--- src/rtl/abr_pkg.sv ---
// abr_pkg: shared types and constants of the booth/restoring arithmetic unit
// used by abr_entry, abr_cell and alu_8bit_booth_restoring; no dependencies
`default_nettype none

package abr_pkg;

  localparam int FIELD_BITS        = 8;
  localparam int OPERAND_BITS_DEF  = 8;

  typedef enum logic [1:0] {
    CMD_ADD = 2'd0,
    CMD_SUB = 2'd1,
    CMD_MUL = 2'd2,
    CMD_DIV = 2'd3
  } cmd_t;

  typedef struct packed {
    logic valid;
    cmd_t cmd;
    logic prev;
  } ctrl_t;

endpackage

`default_nettype wire

--- src/rtl/abr_entry.sv ---
// abr_entry: registers an accepted request at the head of the cell chain
// and resolves add and subtract; depends on abr_pkg
`default_nettype none

module abr_entry #(
  parameter int OPERAND_BITS = abr_pkg::OPERAND_BITS_DEF
) (
  input  wire logic                    clk,
  input  wire logic                    rst_n,
  input  wire logic                    take,
  input  wire abr_pkg::cmd_t           cmd,
  input  wire logic [OPERAND_BITS-1:0] q_i,
  input  wire logic [OPERAND_BITS-1:0] m_i,
  output abr_pkg::ctrl_t               ctrl_o,
  output logic [OPERAND_BITS-1:0]      a_o,
  output logic [OPERAND_BITS-1:0]      q_o,
  output logic [OPERAND_BITS-1:0]      m_o
);

  abr_pkg::ctrl_t          ctrl_r, ctrl_nxt;
  logic [OPERAND_BITS-1:0] a_r, a_nxt;
  logic [OPERAND_BITS-1:0] q_r, q_nxt;
  logic [OPERAND_BITS-1:0] m_r;

  always_comb begin
    ctrl_nxt.valid = take;
    ctrl_nxt.cmd   = cmd;
    ctrl_nxt.prev  = 1'b0;
    a_nxt          = '0;
    case (cmd)
      abr_pkg::CMD_ADD: q_nxt = q_i + m_i;
      abr_pkg::CMD_SUB: q_nxt = q_i - m_i;
      default:          q_nxt = q_i;
    endcase
  end

  always_ff @(posedge clk) begin
    if (!rst_n) begin
      ctrl_r.valid <= 1'b0;
      ctrl_r.cmd   <= abr_pkg::CMD_ADD;
      ctrl_r.prev  <= 1'b0;
    end else begin
      ctrl_r <= ctrl_nxt;
    end
  end

  always_ff @(posedge clk) begin
    a_r <= a_nxt;
    q_r <= q_nxt;
    m_r <= m_i;
  end

  assign ctrl_o = ctrl_r;
  assign a_o    = a_r;
  assign q_o    = q_r;
  assign m_o    = m_r;

endmodule

`default_nettype wire

--- src/rtl/abr_cell.sv ---
// abr_cell: one booth or restoring step of the chain, registered
// add and subtract pass through unchanged; depends on abr_pkg
`default_nettype none

module abr_cell #(
  parameter int OPERAND_BITS = abr_pkg::OPERAND_BITS_DEF
) (
  input  wire logic                    clk,
  input  wire logic                    rst_n,
  input  wire abr_pkg::ctrl_t          ctrl_i,
  input  wire logic [OPERAND_BITS-1:0] a_i,
  input  wire logic [OPERAND_BITS-1:0] q_i,
  input  wire logic [OPERAND_BITS-1:0] m_i,
  output abr_pkg::ctrl_t               ctrl_o,
  output logic [OPERAND_BITS-1:0]      a_o,
  output logic [OPERAND_BITS-1:0]      q_o,
  output logic [OPERAND_BITS-1:0]      m_o
);

  localparam int W = OPERAND_BITS;

  abr_pkg::ctrl_t ctrl_r, ctrl_nxt;
  logic [W-1:0]   a_r, a_nxt;
  logic [W-1:0]   q_r, q_nxt;
  logic [W-1:0]   m_r;
  logic [W-1:0]   acc;
  logic [W-1:0]   shl_a;
  logic [W-1:0]   trial;

  always_comb begin
    ctrl_nxt = ctrl_i;
    a_nxt    = a_i;
    q_nxt    = q_i;
    acc      = a_i;
    shl_a    = {a_i[W-2:0], q_i[W-1]};
    trial    = shl_a - m_i;
    case (ctrl_i.cmd)
      abr_pkg::CMD_MUL: begin
        // booth recoding of q0 and the previous bit
        if (q_i[0] && !ctrl_i.prev) begin
          acc = a_i - m_i;
        end else if (!q_i[0] && ctrl_i.prev) begin
          acc = a_i + m_i;
        end
        ctrl_nxt.prev = q_i[0];
        q_nxt         = {acc[0], q_i[W-1:1]};
        a_nxt         = {acc[W-1], acc[W-1:1]};
      end
      abr_pkg::CMD_DIV: begin
        if (!trial[W-1]) begin
          a_nxt = trial;
          q_nxt = {q_i[W-2:0], 1'b1};
        end else begin
          a_nxt = shl_a;
          q_nxt = {q_i[W-2:0], 1'b0};
        end
      end
      default: begin
        a_nxt = a_i;
        q_nxt = q_i;
      end
    endcase
  end

  always_ff @(posedge clk) begin
    if (!rst_n) begin
      ctrl_r.valid <= 1'b0;
      ctrl_r.cmd   <= abr_pkg::CMD_ADD;
      ctrl_r.prev  <= 1'b0;
    end else begin
      ctrl_r <= ctrl_nxt;
    end
  end

  always_ff @(posedge clk) begin
    a_r <= a_nxt;
    q_r <= q_nxt;
    m_r <= m_i;
  end

  assign ctrl_o = ctrl_r;
  assign a_o    = a_r;
  assign q_o    = q_r;
  assign m_o    = m_r;

`ifndef SYNTHESIS
  a_valid_moves: assert property (@(posedge clk) disable iff (!rst_n)
    ctrl_i.valid |=> ctrl_r.valid)
    else $error("request lost in cell");

  a_addsub_pass: assert property (@(posedge clk) disable iff (!rst_n)
    (ctrl_i.valid && (ctrl_i.cmd == abr_pkg::CMD_ADD || ctrl_i.cmd == abr_pkg::CMD_SUB))
    |=> (q_r == $past(q_i) && a_r == $past(a_i)))
    else $error("add or subtract altered in cell");

  a_div_bit: assert property (@(posedge clk) disable iff (!rst_n)
    (ctrl_i.valid && ctrl_i.cmd == abr_pkg::CMD_DIV) |=> (q_r[0] == !a_r[W-1] || !q_r[0]))
    else $error("quotient bit set with negative remainder");
`endif

endmodule

`default_nettype wire

--- src/rtl/alu_8bit_booth_restoring.sv ---
// alu_8bit_booth_restoring: top level of the booth multiply / restoring divide unit
// depends on abr_pkg, abr_entry and abr_cell
//
// usage:
//   a request is taken at a rising edge with start high and busy low; it carries
//   in_cmd (add, subtract, booth multiply, restoring divide), in_operand_q and
//   in_operand_m. busy is set by reset and clears at the first rising edge with rst_n high.
//   a new request may be issued every cycle while busy is low.
//   each result shows on out_result_low / out_result_high for one cycle, marked
//   by out_valid; the receiver cannot stall, so results must be taken then.
//   every command passes one entry register plus one cell per multiply or divide
//   step; add and subtract ride the same chain so results leave in request order.
//   throughput is one request per cycle while busy is low.
//   result_high is zero for add and subtract, the product high half for
//   multiply and the remainder for divide.
//   reset (synchronous, rst_n low) drops every request in flight; no result
//   is produced for them.
`default_nettype none

module alu_8bit_booth_restoring #(
  parameter int OPERAND_BITS = abr_pkg::OPERAND_BITS_DEF
) (
  input  wire logic                           clk,
  input  wire logic                           rst_n,
  input  wire logic                           start,
  output logic                                busy,
  input  wire logic [1:0]                     in_cmd,
  input  wire logic [abr_pkg::FIELD_BITS-1:0] in_operand_q,
  input  wire logic [abr_pkg::FIELD_BITS-1:0] in_operand_m,
  output logic                                out_valid,
  output logic [abr_pkg::FIELD_BITS-1:0]      out_result_low,
  output logic [abr_pkg::FIELD_BITS-1:0]      out_result_high
);

  localparam int W  = OPERAND_BITS;
  localparam int FB = abr_pkg::FIELD_BITS;

  logic           busy_r;
  logic           take;
  logic [W-1:0]   q_in;
  logic [W-1:0]   m_in;
  abr_pkg::ctrl_t ctrl_c [W+1];
  logic [W-1:0]   a_c    [W+1];
  logic [W-1:0]   q_c    [W+1];
  logic [W-1:0]   m_c    [W+1];

  always_ff @(posedge clk) begin
    if (!rst_n) begin
      busy_r <= 1'b1;
    end else begin
      busy_r <= 1'b0;
    end
  end

  assign busy = busy_r;
  assign take = start && !busy_r;
  assign q_in = W'(in_operand_q);
  assign m_in = W'(in_operand_m);

  abr_entry #(
    .OPERAND_BITS(W)
  ) u_entry (
    .clk    (clk),
    .rst_n  (rst_n),
    .take   (take),
    .cmd    (abr_pkg::cmd_t'(in_cmd)),
    .q_i    (q_in),
    .m_i    (m_in),
    .ctrl_o (ctrl_c[0]),
    .a_o    (a_c[0]),
    .q_o    (q_c[0]),
    .m_o    (m_c[0])
  );

  for (genvar i = 0; i < W; i++) begin : g_cell
    abr_cell #(
      .OPERAND_BITS(W)
    ) u_cell (
      .clk    (clk),
      .rst_n  (rst_n),
      .ctrl_i (ctrl_c[i]),
      .a_i    (a_c[i]),
      .q_i    (q_c[i]),
      .m_i    (m_c[i]),
      .ctrl_o (ctrl_c[i+1]),
      .a_o    (a_c[i+1]),
      .q_o    (q_c[i+1]),
      .m_o    (m_c[i+1])
    );
  end

  assign out_valid       = ctrl_c[W].valid;
  assign out_result_low  = FB'(q_c[W]);
  assign out_result_high = FB'(a_c[W]);

`ifndef SYNTHESIS
  a_addsub_high_zero: assert property (@(posedge clk) disable iff (!rst_n)
    (out_valid && (ctrl_c[W].cmd == abr_pkg::CMD_ADD || ctrl_c[W].cmd == abr_pkg::CMD_SUB))
    |-> out_result_high == '0)
    else $error("nonzero high result for add or subtract");

  a_entry_valid: assert property (@(posedge clk) disable iff (!rst_n)
    take |=> ctrl_c[0].valid)
    else $error("accepted request not registered");

  a_busy_clear: assert property (@(posedge clk) disable iff (!rst_n)
    $past(rst_n) |-> !busy)
    else $error("busy raised outside reset recovery");
`endif

endmodule

`default_nettype wire
--- config.mk ---
export PLATFORM = sky130hd
export DESIGN_NAME = alu_8bit_booth_restoring
export DESIGN_NICKNAME = d
export VERILOG_FILES = /design/src/rtl/abr_pkg.sv /design/src/rtl/abr_entry.sv /design/src/rtl/abr_cell.sv /design/src/rtl/alu_8bit_booth_restoring.sv
export SDC_FILE = /design/constraint.sdc
export NUM_CORES = 1
export LEC_CHECK = 0
export ABC_CLOCK_PERIOD_IN_PS = 7100
export BUFFER_PORTS_ARGS = -buffer_cell sky130_fd_sc_hd__clkbuf_2
export CAP_MARGIN = 20
export CELL_PAD_IN_SITES_DETAIL_PLACEMENT = 0
export CELL_PAD_IN_SITES_GLOBAL_PLACEMENT = 1
export CORE_ASPECT_RATIO = 1.5
export CORE_MARGIN = 2
export CORE_UTILIZATION = 40
export DETAILED_ROUTE_END_ITERATION = 6
export HOLD_SLACK_MARGIN = 0.15
export PLACE_DENSITY_LB_ADDON = 0.25
export SKIP_CTS_REPAIR_TIMING = 1
export SYNTH_ARGS = -nofsm -noshare
export SYNTH_HDL_FRONTEND = slang
export SYNTH_SLANG_ARGS = --single-unit
--- constraint.sdc ---
create_clock -name clk -period 7.1 [get_ports clk]
set_clock_uncertainty 0.2 [all_clocks]
set_input_delay 0.71 -clock clk [delete_from_list [all_inputs] [get_ports clk]]
set_output_delay 0.71 -clock clk [all_outputs]
set_load 0.005 [all_outputs]
# --- Word level (Yosys, flattened, before mapping) ---
# Index checks and enable logic that the tools add are counted.
word_totals:
  wordCells: 184
  mem_count: 0
  latchBits: 0
  romBits: 0
  mem_bits_rw: 0
  register_bits: 233
  out_inout_bits: 18
  in_bits: 21
classes:
  n_lt_le_gt_ge: 0
  n_mux: 57
  n_addsub: 25
  div: 0
  bitwise: 0
  eq_ne: 17
  reduce_logical: 35
  shift: 0
  multipliers: 0
ops:
  columns: ["cell", "count"]
  rows:
  - ["8-bit case mux with 2 select lines", 17]
  - ["8-bit two-way mux", 23]
  - ["8-bit subtractor", 15]
  - ["8-bit adder", 8]
  - ["2-bit equality test (second input constant)", 16]
  - ["1-bit logical AND", 16]
  - ["1-bit logical NOT", 16]
  - ["1-bit two-way mux", 16]
  - ["1-bit by 8-bit subtractor with 8-bit output", 1]
  - ["1-bit by 8-bit subtractor with 8-bit output (first input constant)", 1]
  - ["7-bit two-way mux", 1]
  - ["2-bit by 1-bit equality test with 1-bit output (second input constant)", 1]
  - ["2-bit logical NOT", 1]
  - ["1-bit logical AND (second input constant)", 1]
  - ["1-bit logical NOT (first input constant)", 1]

# --- Logic depth before layout (Yosys ltp) ---
# Gate-level depths: netlist of run 1.
depth:
  ltp_word: 5
  mapped_depth: 12
  mapped_depth_nobuf: 12

# --- Cells and area by module ---
# A second synthesis of run 1 with hierarchy kept.
unflattened:
  hier_cells: 2276
  hier_area_um2: 19167.1
modules_own_cells:
  columns: ["mod", "seq_area_each_um2", "n_inst", "area_per_inst_um2", "cells_per_inst"]
  rows:
  - ["abr_cell at g_cell[0].u_cell ...", 560.5, 4, 2290.9, 273]
  - ["abr_cell at g_cell[6].u_cell ...", 560.5, 2, 2309.7, 272]
  - ["abr_cell at g_cell[2].u_cell", 560.5, 1, 2217.1, 273]
  - ["abr_cell at g_cell[5].u_cell", 560.5, 1, 2162.1, 264]
  - ["abr_entry", 380.4, 1, 967.2, 100]
  - ["alu_8bit_booth_restoring", 20.0, 1, 37.5, 3]

# --- Worst setup path before layout of run 1 ---
# Ideal clock, no wire load.
synth_path:
  kind: "in2reg"
  from: "input port in_cmd[0]"
  to: "register u_entry.q_r[7], in the netlist u_entry.q_o[7]"
  setup_time_ps: 121
  path_buffers: 0
  arrival_ps: 2623
  required_time_ps: 6779
  path_stages: 10
  slack_ps: 4156
  cell_sequence: "nor2b_1 -> mux2i_1 -> ha_1 -> nor2b_1 -> o21ai_0 -> a21oi_1 -> o41ai_1 -> xnor2_1 -> nor2_1 -> xor2_1"
synth_via:
  elab_chain_cells: 2
  elab_cells_between_ends: 3
  cone_classes: "1 x eq/ne; 1 x mux; 1 x reduce/logical"
synth_lines:
  columns: ["element", "line", "source"]
  rows:
  - ["from (decl)", "alu_8bit_booth_restoring.sv:27", "input wire logic [1:0] in_cmd,"]
  - ["2-bit by 1-bit equality test with 1-bit output / 2-bit logical NOT (equally long branches)", "abr_entry.sv:30", "case (cmd)"]
  - ["8-bit case mux with 2 select lines (*)", "abr_entry.sv:30", null]
  - ["named net u_entry.q_nxt[7]", "abr_entry.sv:22", "logic [OPERAND_BITS-1:0] q_r, q_nxt;"]
  - ["to (signal assigned)", "abr_entry.sv:49", "q_r <= q_nxt;"]
  - ["to (decl)", "abr_entry.sv:22", null]
# Mark *: on every way through the listed nets, which the timed path passes. The rest lies on a longest branch.
# A chain may end at the register's enable or synchronous reset.

# --- Worst setup path in the final report of run 1 ---
layout_path:
  from: "register g_cell[0].u_cell.m_r[1]"
  to: "register g_cell[1].u_cell.a_r[5]"
layout_via:
  elab_chain_cells: 4
  elab_cells_between_ends: 7
  cone_classes: "3 x add/sub; 4 x mux"
layout_lines:
  columns: ["element", "line", "source"]
  rows:
  - ["from (decl)", "abr_cell.sv:25", "logic [W-1:0] m_r;"]
  - ["from (signal assigned)", "abr_cell.sv:78", "m_r <= m_i;"]
  - ["8-bit adder", "abr_cell.sv:43", "acc = a_i + m_i;"]
  - ["8-bit two-way mux", "abr_cell.sv:42", "end else if (!q_i[0] && ctrl_i.prev) begin"]
  - ["8-bit two-way mux", "abr_cell.sv:40", "if (q_i[0] && !ctrl_i.prev) begin"]
  - ["8-bit case mux with 2 select lines (*)", "abr_cell.sv:37", "case (ctrl_i.cmd)"]
  - ["named net g_cell[1].u_cell.a_nxt[5]", "abr_cell.sv:23", "logic [W-1:0] a_r, a_nxt;"]
  - ["to (signal assigned)", "abr_cell.sv:76", "a_r <= a_nxt;"]
  - ["to (decl)", "abr_cell.sv:23", null]
# Marked as above.

==> results.md, run 1 <==
* Run status: complete, but fails checks
* Failing checks: DRC
* Hold WC Path Type: register to register
* IO Port Bufs at 38
* Synth warnings at 0
* Avg Vias per Cell at 5.41
* Worst Min Path Start: g_cell[0].u_cell.m_o[3]
* GPL Wtd Cong at 0.862
* CTS root buf: clkbuf_16
* Sequential share of power at 39.6%
* Slowest CP cell: xnor2_1
* Slowest cell delay on critical path at about 0.8 ns
* Final HPWL DP at roughly 33000 um
* Seq/Total Area, Yosys at between 20 and 30%
* Leakage Power at around 7.5 nW
* Crit path from: g_cell[0].u_cell.m_o[1]
* First-pass GRT wire length at between 60000 and 70000 um
* WP buf/inv at 1
* Placed cells at roughly 2300
* Nets@finish at 2080
* Post-synthesis cell count at 1876
* Mapped Area at 16000 um^2
* Critical Path, Cell by Cell: inv_1 > ha_1 > nor2b_1 > o21ai_1 > o22ai_1 > o41ai_2 > xnor2_1 > mux2_2 > a21oi_1 > a21oi_1
* H-tree level count at 1
* Power share of the combinational group at 28.3%
* 1st-iter DRT viols at around 530
* Global Route Usage Sum at just under 20%
* Max VDD drop at 166 uV
* Maximum clock path buffer count at 3
* DRC Markers at 1
* Routed Antenna Nets at 0
* Most frequent cells in the layout: dfxtp_1, a21oi_1, nor2_1, inv_1, ha_1
* Total nets after synthesis at between 2000 and 2500
* Ys async rst share at 0%
* Compound-gate portion of the synthesized area at 20.4%
* Setup tns final at 0 ns
* Gr ovfl total at 0
* Pre-Repair DR Iteration Count at 7
* # IOs at 39
* TritonCTS clock tree: done
* Max Fclk at 0.317 GHz
* Flops & latches, synth at 233
* Height of the die at 249 um
* Largest net degree at the start of global routing at 33
* CTS sink cnt at 233
* Total number of vias at approximately 13000
* Number of global-route vias before repair at 13200
* Layout cells sized above 1 at roughly 7.3%
* Max transition margin at 31.9%
* Die X at 167 um
* Simple-gate portion of the synthesized area at 14.1%
* Worst Max-Slew Pin Slew at around 1.0 ns
* Crit-path leading delay family: XOR/XNOR gates
* Core Area at between 30000 and 40000 um^2
* Setup Crit Path Kind: register to register
* Most used cell, CP: a21oi_1
* Multiplexer share of the synthesized area at 7.88%
* Unrepaired setup endpoints after global routing: false
* CTS buffer count at 27
* Post-Layout Cell Count at 2399
* Filler cells at between 3000 and 4000
* Final setup viols at 0
* Synth Area in Adders at 15.1%
* Hold Vio Cnt, Final at 0
* Worst Setup Start Kind: register
* WL/cell at 17.2 um
* Period utilization at 44.5%
* Post-layout minimum cycle time at 3.16 ns
* Post-synthesis xor/xnor area fraction at under 10%
* Insertion delay of the later-clocked pin in the worst-skew pair at 0.56 ns
* Pint at 2.81 mW
* ANT cells at 0
* Clock share of power at 32.1%
* Area of the die at 41600 um^2
* Ys flop type: dfxtp_1
* Initial core utilization at 40.6%
* Largest family of logic cells by synthesized area: compound AO/OA/AOI/OAI gates
* Reg-to-Reg Start: g_cell[0].u_cell.m_o[1]
* Post-synth EDFFs at 0
* Crit path required time at 7.32 ns
* Row cnt at 89
* Post-synth cell types at 86
* Initial antenna violation count at 0
* Count of final max-slew check failures at 0
* Worst Path Max Fanout at 11
* Max cap viols at 0
* Synthesized area per cell at about 8.5 um^2
* Critical Path Sink Type: register
* Layout overhead on the synthesized area at 9.19%
* WL final at between 40000 and 50000 um
* Sw Pwr at 1.40 mW
* Pwr dens at ~240 nW/um^2
* Worst-path clk slew at 0.05 ns
* WP data arrival at 3.38 ns
* Most common cell after layout, fill and taps aside: dfxtp_1
* Sw frac at 33.2%
## cells in the mapped netlist, types with 4 or more instances
| library cell | instances | share of area (%) |
|---|---|---|
| a211o_1 | 8 | 0.44 |
| a211oi_1 | 25 | 1.2 |
| a21o_1 | 16 | 0.75 |
| a21oi_1 | 183 | 5.7 |
| a21oi_2 | 4 | 0.22 |
| a221o_1 | 5 | 0.31 |
| a22oi_1 | 11 | 0.52 |
| a31oi_1 | 15 | 0.59 |
| and2_1 | 25 | 0.98 |
| and3_1 | 4 | 0.16 |
| buf_1 | 13 | 0.31 |
| buf_2 | 4 | 0.13 |
| buf_4 | 8 | 0.38 |
| clkbuf_1 | 52 | 1.2 |
| dfxtp_1 | 233 | 29 |
| fa_1 | 22 | 2.8 |
| ha_1 | 158 | 12 |
| inv_1 | 163 | 3.8 |
| mux2_2 | 19 | 1.3 |
| mux2i_1 | 103 | 6.4 |
| nand2_1 | 85 | 2.0 |
| nand2b_1 | 37 | 1.4 |
| nand3_1 | 22 | 0.69 |
| nand3b_1 | 4 | 0.19 |
| nor2_1 | 177 | 4.2 |
| nor2b_1 | 46 | 1.8 |
| nor3_1 | 27 | 0.84 |
| nor4_1 | 5 | 0.20 |
| o211ai_1 | 19 | 0.89 |
| o21a_1 | 12 | 0.56 |
| o21ai_0 | 78 | 2.4 |
| o21ai_1 | 10 | 0.31 |
| o21bai_1 | 19 | 0.89 |
| o221ai_1 | 23 | 1.3 |
| o22ai_1 | 30 | 1.2 |
| o41ai_1 | 5 | 0.27 |
| or2_2 | 5 | 0.20 |
| or3_1 | 13 | 0.51 |
| xnor2_1 | 72 | 3.9 |
| xnor2_4 | 4 | 0.69 |
| xor2_1 | 42 | 2.3 |
## metal layers
layer  track usage, %  wire length, um  vias up
met5                0                0        -
li1                 -                -     6573
met3             1.89              940      121
met2             40.9            23300      212
met1             19.1            15000     6064
met4             9.89             2090        0
## state kept, by name, indices dropped and copies added (netlist names)
| name | flops |
|---|---|
| g_cell.u_cell.q_o | 64 |
| busy | 1 |
| g_cell.u_cell.ctrl_o | 29 |
| u_entry.ctrl_o | 3 |
| u_entry.m_o | 8 |
| g_cell.u_cell.a_o | 64 |
| u_entry.q_o | 8 |
| g_cell.u_cell.m_o | 56 |
## final cells by class
cell class	count	area, um^2	share of cell area [%]
inverter	164	616	3.53
multi-input combinational	1399	10400	59.3
sequential	233	4660	26.7
tap	500	626	3.58
timing repair buffer	54	333	1.91
clock buffer	39	781	4.47
clock inverter	10	88.8	0.509
## worst paths after layout
kind	end	slack (ns)	depth (start not counted)
worst max-delay path	g_cell[1].u_cell.a_o[5]	3.94	10
worst min-delay path	g_cell[1].u_cell.m_o[3]	0.17	0
worst max register to register	g_cell[1].u_cell.a_o[5]	3.94	10
worst min register to register	g_cell[1].u_cell.m_o[3]	0.17	0
## power by group through the flow
stage          Sequential [mW]  Combinational, mW  Clock [mW]
2_1_floorplan             1.60              0.980           0
3_3_place_gp              1.70               1.17           0
3_5_place_dp              1.70               1.18           0
4_1_cts                   1.67               1.19        1.39
5_1_grt                   1.70               1.35        1.44
6_report                  1.67               1.19        1.35
## cells by family (layout without fill, tap and decap cells)
logic type | Yosys count | in the layout
compound gates | 507 | 507
xor+xnor | 120 | 120
simple gates | 469 | 469
fa+ha+maj | 180 | 180
buf+inv | 244 | 267
mux | 123 | 123
flops | 233 | 233
## per-stage QoR
| step | setup WS, ns | instance area (um^2) | total power, mW | hold slack, ns | util, % |
|---|---|---|---|---|---|
| final | 3.94 | 17500 | 4.21 | 0.172 | 44.3 |
| after global routing | 3.64 | 17500 | 4.49 | 0.182 | 44.3 |
| after CTS | 3.82 | 17400 | 4.25 | 0.0668 | 44.1 |
| after detailed placement | 3.68 | 16500 | 2.88 | 0.166 | 41.8 |
| after global placement | 3.67 | 16500 | 2.87 | 0.165 | 41.8 |
| after floorplan | 4.16 | 16000 | 2.58 | 0.129 | - |
## worst reg2reg max path, delay by kind of cell (launching register included)
family	cells	cell delay, ns
AOI/OAI and AO/OA	5	0.64
DFF	1	0.42
buffers and inverters	1	0.15
and+or+nand+nor	1	0.12
xor gates and xnor gates	1	0.80
adders and majority gates	1	0.29
muxes	1	0.41
Power figures use the tool's default switching activity.
==> run 2, diff against run 1 <==
--- a/config.mk
+++ b/config.mk
@@ -5,7 +5,7 @@
 export SDC_FILE = /design/constraint.sdc
 export NUM_CORES = 1
 export LEC_CHECK = 0
-export ABC_CLOCK_PERIOD_IN_PS = 7100
+export ABC_CLOCK_PERIOD_IN_PS = 2700
 export BUFFER_PORTS_ARGS = -buffer_cell sky130_fd_sc_hd__clkbuf_2
 export CAP_MARGIN = 20
 export CELL_PAD_IN_SITES_DETAIL_PLACEMENT = 0
==> constraint.sdc (replaced) <==
create_clock -name clk -period 2.7 [get_ports clk]
set_clock_uncertainty 0.2 [all_clocks]
set_input_delay 0.27 -clock clk [delete_from_list [all_inputs] [get_ports clk]]
set_output_delay 0.27 -clock clk [all_outputs]
set_load 0.005 [all_outputs]
==> results.md, run 2 (synthesis gave the netlist of run 1 again) <==
* Met1 GRT Util at 19.8% (was 19.1%)
* Nets@finish at 2292 (was 2080)
* Critical Path Sink Type: register (unchanged)
* H-tree level count at 1 (unchanged)
* Worst Max-Slew Pin Slew at 0.729 ns (was 1.01 ns)
* Critical Path, Cell by Cell: inv_2 > ha_4 > inv_2 > fa_2 > a21oi_2 > o21ai_2 > a21oi_2 > mux2i_1 > a211o_1 > o22a_1 > o22ai_1 > or3_1 (was inv_1 > ha_1 > nor2b_1 > o21ai_1 > o22ai_1 > o41ai_2 > xnor2_1 > mux2_2 > a21oi_1 > a21oi_1)
* Maximum clock path buffer count at 3 (unchanged)
* Post-layout minimum cycle time at 2.67 ns (was 3.16 ns)
* Area of the die at 41600 um^2 (unchanged)
* CTS root buf: clkbuf_16 (unchanged)
* Insertion delay of the later-clocked pin in the worst-skew pair at 0.56 ns (about the same)
* Pwr dens at 604 nW/um^2 (was 241 nW/um^2)
* WL/cell at 17.5 um (was 17.2 um)
* GRT met2 Usage at 44.7% (was 40.9%)
* Worst Path Max Fanout at 2 (was 11)
* Critical path destination: g_cell[2].u_cell.a_o[6] (was g_cell[1].u_cell.a_o[5])
* DRC Markers at 2 (was 1)
* Filler cells at 3851 (was 3967)
* Crit path required time at 2.92 ns (was 7.32 ns)
* Max transition margin at 51.3% (was 31.9%)
* Core Area at 39400 um^2 (unchanged)
* Height of the die at 249 um (unchanged)
* Final HPWL DP at 35900 um (was 33000 um)
* R2r setup slk at 0.03 ns (was 3.94 ns)
* Met3 track demand over resource at 1.91% (was 1.89%)
* IO Port Bufs at 38 (unchanged)
* Hold slack final at 0.135 ns (was 0.172 ns)
* 1st-iter DRT viols at 639 (was 526)
* Routed Antenna Nets at 0 (unchanged)
* Reg-to-Reg Start: g_cell[1].u_cell.q_o[7] (was g_cell[0].u_cell.m_o[1])
* Die X at 167 um (unchanged)
* Leakage Power at 8.64 nW (was 7.53 nW)
* Hold WC Path Type: input port to register (was register to register)
* Slowest cell delay on critical path at 0.40 ns (was 0.80 ns)
* Slowest CP cell: fa_2 (was xnor2_1)
* Worst flop-to-flop path endpoint: g_cell[2].u_cell.a_o[6] (was g_cell[1].u_cell.a_o[5])
* Initial core utilization at 40.6% (unchanged)
* Footprint of the multi-input gates at 10900 um^2 (was 10400 um^2)
* Run status: complete, but fails checks (unchanged)
* Failing checks: DRC (unchanged)
* Power, Total at 11.9 mW (was 4.21 mW)
* WP data arrival at 2.89 ns (was 3.38 ns)
* Max Fclk at 0.375 GHz (was 0.317 GHz)
* FF/Latch Area at 4700 um^2 (was 4660 um^2)
* # IOs at 39 (unchanged)
* Avg Vias per Cell at 5.37 (was 5.41)
* Gr ovfl total at 0 (unchanged)
* Pre-Repair DR Iteration Count at 7 (unchanged)
* Period utilization at 98.9% (was 44.5%)
* Top Usage Layer GRT: met2 (unchanged)
* Max VDD drop at 484 uV (was 166 uV)
* Most frequent cells in the layout: dfxtp_1, buf_4, nor2_1, a21oi_1, inv_1 (was dfxtp_1, a21oi_1, nor2_1, inv_1, ha_1)
* Hold Vio Cnt, Final at 0 (unchanged)
* Total number of vias at 14000 (was 13000)
* Unrepaired setup endpoints after global routing: true (was false)
* Layout cells sized above 1 at 21.2% (was 7.27%)
* CTS sink cnt at 233 (unchanged)
* Fin util at 50.1% (was 44.3%)
* Crit path from: g_cell[1].u_cell.q_o[7] (was g_cell[0].u_cell.m_o[1])
* Initial antenna violation count at 0 (unchanged)
* Max cap viols at 0 (unchanged)
* Worst Setup Start Kind: register (unchanged)
* GPL Wtd Cong at 0.881 (was 0.862)
* Global Route Usage Sum at 21.1% (was 19.8%)
* TritonCTS clock tree: done (unchanged)
* CTS buffer count at 26 (was 27)
* Setup Crit Path Kind: register to register (unchanged)
* Layout overhead on the synthesized area at 23.4% (was 9.19%)
* Worst-path clk slew at 0.06 ns (was 0.05 ns)
* Number of global-route vias before repair at 13900 (was 13200)
* Row cnt at 89 (unchanged)
* Final setup viols at 0 (unchanged)
* WL final at 45600 um (was 41400 um)
* Reg2Reg Depth at 12 (was 10)
* Most common cell after layout, fill and taps aside: dfxtp_1 (unchanged)
* Largest net degree at the start of global routing at 30 (was 33)
* Count of final max-slew check failures at 0 (unchanged)
* First-pass GRT wire length at 71000 um (was 67400 um)
## run 2: cell count changes in the layout (fill, tap and decap cells not counted), moves of 16 or more
| cell | before | now |
|---|---|---|
| buf_4 | 7 | 188 |
| dfxtp_1 | 233 | 207 |
| a21oi_1 | 183 | 159 |
| dfxtp_2 | 0 | 24 |
| dlygate4sd3_1 | 9 | 33 |
| a21oi_2 | 4 | 27 |
| ha_1 | 158 | 142 |
## run 2: per-layer routing
metal	up-vias	wire [um]	part of all wire [%]
met3	107	1130	2.5
met1	6656	16000	35
met2	242	26500	58
met5	-	0	0
li1	7000	-	-
met4	0	2030	4.5
## run 2: worst min-delay path by stage
stage | end | cells past startpoint | startpoint
after floorplan | u_entry.m_o[0] | 0 | in_operand_m[0]
after global placement | g_cell[3].u_cell.m_o[5] | 0 | g_cell[2].u_cell.m_o[5]
after detailed placement | g_cell[3].u_cell.m_o[5] | 0 | g_cell[2].u_cell.m_o[5]
after CTS | u_entry.m_o[7] | 1 | in_operand_m[7]
after global routing | u_entry.m_o[7] | 2 | in_operand_m[7]
final | u_entry.q_o[7] | 6 | in_cmd[0]
## run 2: where the power goes
| group | total, mW | switching (mW) | internal, mW |
|---|---|---|---|
| Clock | 3.58 | 1.46 | 2.12 |
| Combinational | 4.07 | 2.07 | 2.00 |
| Sequential | 4.28 | 0.431 | 3.85 |
## run 2: final cells by class
type | instances | share of cell area (%)
Multi-Input combinational cell | 1399 | 55.1
Sequential cell | 233 | 23.8
Timing Repair Buffer | 267 | 10.4
Clock buffer | 34 | 3.55
Tap cell | 500 | 3.17
Inverter | 164 | 3.16
Clock inverter | 12 | 0.786
Antenna cell | 1 | 0.0127
## run 2: through the flow
step / instance area (um^2) / setup slack, ns / TNS (ns) / instances
6_report: 19700 / 0.0307 / 0 / 2610
4_1_cts: 18600 / -0.146 / -1.57 / 2556
5_1_grt: 19700 / -0.113 / -0.665 / 2609
3_5_place_dp: 17800 / -0.149 / -1.21 / 2510
2_1_floorplan: 16000 / 0.0637 / 0 / 1876
3_3_place_gp: 17800 / -0.132 / -0.649 / 2510
## run 2: worst max-delay path, delay by kind of cell (launching register included)
family | cells | cell delay, ns
buffers and inverters | 2 | 0.10
muxes | 1 | 0.20
DFF | 1 | 0.32
AOI/OAI and AO/OA | 6 | 0.81
and+or+nand+nor | 1 | 0.36
adders and majority gates | 2 | 0.53
==> run 3, diff against run 2 <==
--- a/config.mk
+++ b/config.mk
@@ -11,7 +11,7 @@
 export CELL_PAD_IN_SITES_DETAIL_PLACEMENT = 0
 export CELL_PAD_IN_SITES_GLOBAL_PLACEMENT = 1
 export CORE_ASPECT_RATIO = 1.5
-export CORE_MARGIN = 2
+export CORE_MARGIN = 10
 export CORE_UTILIZATION = 40
 export DETAILED_ROUTE_END_ITERATION = 6
 export HOLD_SLACK_MARGIN = 0.15
==> results.md, run 3 (synthesis gave the netlist of run 1 again) <==
* Fin util at 49.8% (was 50.1%)
* Max VDD drop at 490 uV (was 484 uV)
* Unrepaired setup endpoints after global routing: true (unchanged)
* Count of final max-slew check failures at 0 (unchanged)
* Final setup viols at 0 (unchanged)
* Gr ovfl total at 0 (unchanged)
* 1st-iter DRT viols at 491 (was 639)
* Total number of vias at 13800 (was 14000)
* Maximum clock path buffer count at 3 (unchanged)
* # IOs at 39 (unchanged)
* Area of the die at 48500 um^2 (was 41600 um^2)
* CTS buffer count at 26 (unchanged)
* Core Area at 39400 um^2 (unchanged)
* DP Worst Slack at -0.198 ns (was -0.149 ns)
* Avg Vias per Cell at 5.28 (was 5.37)
* Worst Min Path Start: in_cmd[0] (unchanged)
* CTS sink cnt at 233 (unchanged)
* Final Instance Area at 19600 um^2 (was 19700 um^2)
* Worst-path clk slew at 0.06 ns (about the same)
* Row cnt at 89 (unchanged)
* Max transition margin at 46.2% (was 51.3%)
* Pre-Repair DR Iteration Count at 5 (was 7)
* Final HPWL DP at 35900 um (about the same)
* Worst Setup Start Kind: register (unchanged)
* Height of the die at 265 um (was 249 um)
* Max Fclk at 0.375 GHz (about the same)
* Global Route Usage Sum at 17.7% (was 21.1%)
* H-tree level count at 1 (unchanged)
* Pwr dens at 607 nW/um^2 (was 604 nW/um^2)
* WL final at 44600 um (was 45600 um)
* Initial core utilization at 40.6% (unchanged)
* Hold WC Path Type: input port to register (unchanged)
* Hold Vio Cnt, Final at 0 (unchanged)
* Insertion delay of the later-clocked pin in the worst-skew pair at 0.56 ns (about the same)
* DRC Markers at 0 (was 2)
* Power, Total at 11.9 mW (about the same)
* Routed Antenna Nets at 0 (unchanged)
* WL/cell at 17.1 um (was 17.5 um)
* Critical Path Sink Type: register (unchanged)
* Most frequent cells in the layout: dfxtp_1, buf_4, nor2_1, a21oi_1, inv_1 (unchanged)
* Post-layout minimum cycle time at 2.67 ns (about the same)
* GPL Wtd Cong at 0.866 (was 0.881)
* Leakage Power at 8.65 nW (was 8.64 nW)
* IO Port Bufs at 38 (unchanged)
* ANT cells at 0 (was 1)
* Initial antenna violation count at 0 (unchanged)
* Reg2Reg Depth at 12 (unchanged)
* Worst flop-to-flop path endpoint: g_cell[4].u_cell.a_o[6] (was g_cell[2].u_cell.a_o[6])
* Period utilization at 98.9% (about the same)
* Run status: finished, final reports clean (was complete, but fails checks)
* Largest net degree at the start of global routing at 30 (unchanged)
* First-pass GRT wire length at 70100 um (was 71000 um)
* Most common cell after layout, fill and taps aside: dfxtp_1 (unchanged)
* Layout cells sized above 1 at 20.4% (was 21.2%)
* TritonCTS clock tree: done (unchanged)
* CTS root buf: clkbuf_16 (unchanged)
* Nets@finish at 2292 (unchanged)
* Hold EP: u_entry.q_o[7] (unchanged)
* Crit path required time at 2.99 ns (was 2.92 ns)
* Worst Path Max Fanout at 3 (was 2)
* Hold Path Stages at 6 (unchanged)
* Placed Area at 17800 um^2 (about the same)
* Die X at 183 um (was 167 um)
* Reg-to-Reg Start: g_cell[3].u_cell.q_o[7] (was g_cell[1].u_cell.q_o[7])
* Max cap viols at 0 (unchanged)
* Layout overhead on the synthesized area at 22.8% (was 23.4%)
* PnR worst setup slack at 0.0301 ns (was 0.0307 ns)
* Setup Crit Path Kind: register to register (unchanged)
* WP data arrival at 2.96 ns (was 2.89 ns)
* Worst Max-Slew Pin Slew at 0.806 ns (was 0.729 ns)
* R2r setup slk at 0.03 ns (about the same)
* Number of global-route vias before repair at 13900 (about the same)
[run 3: report_power, final]
group / switching, mW / internal, mW
clock network: 1.46 / 2.14
logic: 2.03 / 2.02
registers: 0.436 / 3.85
[run 3: critical path, stage by stage (launching register included)]
cell	delay, ns
dfxtp_2	0.33
inv_2	0.08
ha_4	0.13
inv_1	0.05
fa_2	0.37
a21oi_2	0.13
nor2b_1	0.07
o21a_1	0.22
o21a_1	0.19
o21ai_1	0.14
or3b_1	0.36
mux2_4	0.27
nand3_2	0.09
[run 3: how the worst max path moves through the flow]
stage / from / to / slack, ns / cells after the start
after floorplan: g_cell[0].u_cell.a_o[0] / g_cell[1].u_cell.a_o[5] / 0.06 / 10
after global placement: g_cell[3].u_cell.m_o[0] / g_cell[4].u_cell.a_o[6] / -0.18 / 11
after detailed placement: g_cell[3].u_cell.m_o[0] / g_cell[4].u_cell.a_o[6] / -0.20 / 11
after CTS: g_cell[3].u_cell.m_o[0] / g_cell[4].u_cell.a_o[6] / -0.25 / 11
after global routing: g_cell[4].u_cell.m_o[1] / g_cell[5].u_cell.a_o[5] / -0.08 / 11
final: g_cell[3].u_cell.q_o[7] / g_cell[4].u_cell.a_o[6] / 0.03 / 12
[run 3: area by class of cell]
cell class,instances,area (um^2)
multi-input cells,1399,10800
flip-flops and latches,233,4700
fillers,3832,19800
repair buffers,267,2060
clock buffers,34,711
well taps,500,626
clock inverters,11,153
inverters,164,616
[run 3: metal layers]
metal	track usage [%]	wire, um
met4	9.15	2190
met1	16.1	15600
met2	36.9	25800
met3	1.74	1010
met5	0	0
[run 3: metrics by stage]
step | setup TNS, ns | std cells | hold slack (ns)
after CTS | -0.999 | 2562 | -0.370
final | 0 | 2608 | 0.130
after detailed placement | -0.666 | 2517 | 0.167
after floorplan | 0 | 1876 | 0.0977
after global routing | -0.593 | 2608 | 0.184
after global placement | -0.595 | 2517 | 0.164
